File: config.mk
export PLATFORM = sky130hd
export DESIGN_NAME = fri_fifo
export DESIGN_NICKNAME = d
export VERILOG_FILES = /design/src/rtl/fri_fifo.sv
export SDC_FILE = /design/constraint.sdc
export NUM_CORES = 1
export LEC_CHECK = 0
export ABC_AREA = 1
export BUFFER_PORTS_ARGS = -buffer_cell sky130_fd_sc_hd__buf_2
export CAP_MARGIN = 20
export CORE_ASPECT_RATIO = 1.2
export CORE_UTILIZATION = 50
export DETAILED_ROUTE_END_ITERATION = 8
export PLACE_DENSITY_LB_ADDON = 0.2
export RECOVER_POWER = 50
export SYNTH_ARGS = -nofsm -noshare
export SYNTH_HDL_FRONTEND = slang
export SYNTH_SLANG_ARGS = --single-unit
File: constraint.sdc
create_clock -name i_clk -period 2 [get_ports i_clk]
set_clock_uncertainty 0.1 [all_clocks]
set_input_delay 0.1 -clock i_clk [delete_from_list [all_inputs] [get_ports i_clk]]
set_output_delay 0.1 -clock i_clk [all_outputs]
set_load 0.02 [all_outputs]
File: src/rtl/fri_fifo.sv
// Small register queue with a combinational head, used on both sides of the back end.
// Depends on nothing; DEPTH must be a power of two of at least two.
module fri_fifo #(
    parameter int W     = 8,
    parameter int DEPTH = 4
) (
    input  logic         i_clk,
    input  logic         i_rst_n,
    input  logic         i_push,
    input  logic [W-1:0] i_data,
    output logic         o_full,
    input  logic         i_pop,
    output logic         o_empty,
    output logic [W-1:0] o_data
);
    localparam int AW = $clog2(DEPTH);

    logic [W-1:0]  r_mem [DEPTH];
    logic [AW-1:0] r_wr, r_rd;
    logic [AW:0]   r_cnt;
    logic          do_push, do_pop;

    assign o_full  = (r_cnt == (AW+1)'(DEPTH));
    assign o_empty = (r_cnt == '0);
    assign do_push = i_push && !o_full;
    assign do_pop  = i_pop && !o_empty;
    assign o_data  = r_mem[r_rd];

    always_ff @(posedge i_clk) begin
        if (!i_rst_n) begin
            r_wr  <= '0;
            r_rd  <= '0;
            r_cnt <= '0;
        end else begin
            if (do_push) r_wr <= r_wr + AW'(1);
            if (do_pop)  r_rd <= r_rd + AW'(1);
            r_cnt <= r_cnt + (AW+1)'(do_push) - (AW+1)'(do_pop);
        end
    end

    always_ff @(posedge i_clk) begin
        if (do_push) r_mem[r_wr] <= i_data;
    end

endmodule

==> reports/summary.md <==
The remaining max-slew budget at the tightest pin was 0.765. For this block, the initial DRC count from the detailed router was 25. The run gives 0 as the remaining global-route overflow. The total global routing track utilization came out at 0.204. At the end of routability-driven placement, the weighted congestion stood at 0.686. Across all register-to-register paths, the minimum setup slack is 0.09 ns.

For this design, the sink count on the clock tree is 41. The total area inside the core boundary comes to 3140 um2. Worst slack after detailed placement: 0.0653 ns. The combinational cell fraction of total power is 0.369, and the shortest period the worst path allows is 1.91 ns. For the worst setup path, the data required time is 2.19 ns.

Area added between synthesis and finish: 21.8%. The logs give 2.10 ns for the data arrival time of the critical path and 0 for the number of max-slew violations in the final report. Power density of the placed cells: 1180 nW/um2. Entering global routing, the biggest net connects 17 pins. Fill cells in the final layout number 252. The Yosys warning count is 0, and the initial standard-cell utilization of the core is 0.534. For the clock latency of the later-clocked register in the worst-skew pair, the log shows 0.34 ns. Launch instance of the worst min-delay path: r_rd[0].

Summed over all cells, the static leakage comes to 0.818 nW. In this run the remaining antenna-violating nets after routing total 0. The run finished with clean final reports. The tools report the share of power burned in registers as 0.474.

After synthesis, the largest family of logic cells by area is simple AND/OR/NAND/NOR gates. Setup slack closes at 0.0947 ns. The clock input transition at the sequential cells of the worst setup and hold paths works out to 0.10 ns.

Power comes to 2.41 mW. The logs give 0.681 for the sequential fraction of the synthesis area and 2 for the maximum clock insertion buffer count. The first-pass GRT wire length is 4.94 mm, and the number of global-route vias before repair is 1158. The count of final setup violators was 0; the number of endpoints with negative hold slack in the final report was 0. After synthesis, the netlist uses 16 different library cells. Pin placement for this block handled 22 I/O pins. The switching share of power is 0.360, and the number of H-tree branching levels is 2. The run gives 0 as the number of remaining DRC errors.

The startpoint identified for the worst register-to-register timing path is r_cnt[0]. Summed over all nets, the half-perimeter wirelength after detailed placement is 2.01 mm. Synthesized area divided by synthesized cell count: 11.6 um2. The run gives 1.54 mW as the design internal power. For the row count, the log shows 22. The commonest non-fill, non-tap cell in the layout is edfxtp_1. Area share of the leading cell type in the synthesized netlist: 0.574.

In the layout the commonest cells are 32 x edfxtp_1, 25 x nor2_1, 18 x inv_1, 13 x buf_2. Count of input and output buffers: 21. The number of antenna violations at the first check in global routing came out at 0. The routed layout has 1134 vias. Category of the worst setup path launch point: a register.

In this run, synthesis produced a sequential element count of 41. The routed length per placed instance is 13.4 um, and the total die area is 3590 um2. At the pin with the least slew margin, the transition time is 0.351 ns.

The setup path with the least slack is of type register to register. The count of inserted antenna diode cells came out at 0. The number of nets handed over by synthesis was 163. The first detailed-routing pass took 4 iterations.

After detailed routing, the number of vias per cell comes to 5.02. The fraction of the cycle the final worst path needs is 0.953, and the complex-gate fraction of the synthesized area is 0.0971. The worst-case IR drop observed on VDD is 0.789 mV.

By area the synthesized netlist is led by edfxtp_1 57%, dfxtp_1 11%, nor2_1 5.8%, ha_1 4.5%, inv_1 4.0%. STA classifies the critical path endpoint as a register. The tools report the first element of the critical path as r_cnt[0]. Timing would allow up to 525 MHz. After the last flow step, the layout net total stands at 208.

The maximum net fanout on the critical path was 2. Share of cells above drive strength 1: 0.216. TritonCTS built the clock tree. The class of the most critical hold timing path was register to register. The count of maximum capacitance violations is 0, and the post-synthesis mux area share is 0. The run gives 5 as the number of clock buffers inserted by TritonCTS.

The horizontal die dimension was 54.8 um; the height of the chip was 65.4 um. The basic-gate share of the synthesized area counting and, or, nand and nor cells works out to 0.109. The tools report the clock tree root driver cell as clkbuf_4. The tools report the netlist area before placement as 1680 um2.

The final wirelength is 3.02 mm. Clock share of power: 0.158. The biggest area contributor in the post-synthesis netlist is edfxtp_1.

In this run the power spent charging and discharging nets is 0.868 mW. The fraction of synthesized cell area in xor and xnor cells works out to 0. The adder-cell area share of the yosys netlist was 0.0568. The cell count after synthesis came out at 144.
-- registers in the layout (all words and copies together), names as in the netlist, named ones only --
signal  count
r_mem      32
r_cnt       3
r_rd        2
r_wr        2
-- cell families (layout without fill, tap and decap cells) --
group                      Yosys count  after routing
AOI/OAI and AO/OA                   29             29
adders and majority gates            7              7
buffers and inverters               21             67
DFF                                 41             41
and+or+nand+nor                     46             46
-- per-stage QoR --
stage          std cells  hold slack, ns  setup TNS, ns   util  area (um2)
2_1_floorplan        144          0.0935              0      -        1680
3_3_place_gp         206           0.209              0  0.591        1860
3_5_place_dp         206           0.216              0  0.591        1860
4_1_cts              225           0.386              0  0.643        2020
5_1_grt              226           0.446       -0.00254  0.650        2040
6_report             226           0.407              0  0.650        2040
-- synthesized netlist by cell type, drive strengths merged --
cell type and number:
dfxtp 9, a21oi 5, nor2 28, nand2 14, inv 19, edfxtp 32
buf 2, o21ai 16, ha 6, nand3 4, fa 1, o22ai 8
-- what timing repair did --
item,CTS,global route
hold endpoints to repair,41,0
gates resized for setup,0,10
endpoints found under the setup margin,0,2
hold buffers,11,0
buffers inserted,0,1
-- worst paths after layout --
| path | end | cells after the start |
|---|---|---|
| min | r_rd[0] | 2 |
| max reg2reg | r_cnt[1] | 10 |
| min reg2reg | r_rd[0] | 2 |
| max | r_cnt[1] | 10 |
-- power groups by stage --
stage               Combinational [mW]  Clock (mW)  Sequential [mW]
global placement                 0.771           0             1.14
finish                           0.888       0.380             1.14
CTS                              0.830       0.395             1.12
detailed placement               0.811           0             1.14
global route                      1.01       0.426             1.16
floorplan                        0.560           0             1.12
-- critical path: stages (launching register included) --
cell	delay (ns)
dfxtp_2	0.35
nor2_4	0.12
nand2_2	0.08
inv_1	0.06
nor2_1	0.05
ha_1	0.26
inv_1	0.04
ha_2	0.17
fa_2	0.53
nand2_1	0.05
inv_1	0.05
-- routing by layer --
metal	wire, um	part of all wire	vias to the layer above	track usage
met1	1230	0.41	518	0.213
met2	1600	0.53	27	0.343
li1	-	-	582	-
met4	62	0.021	0	0.115
met5	0	0	-	0
met3	137	0.045	7	0.0671
-- final cells by class --
cell class / instances / area [um2] / area share
inverters: 19 / 71.3 / 0.0349
clock buffers: 6 / 41.3 / 0.0202
flip-flops and latches: 41 / 1150 / 0.562
well taps: 36 / 45.0 / 0.0221
clock inverters: 2 / 10.0 / 0.00490
multi-input cells: 82 / 462 / 0.226
repair buffers: 40 / 265 / 0.130
Note: power is estimated with default switching activity, not from simulation.
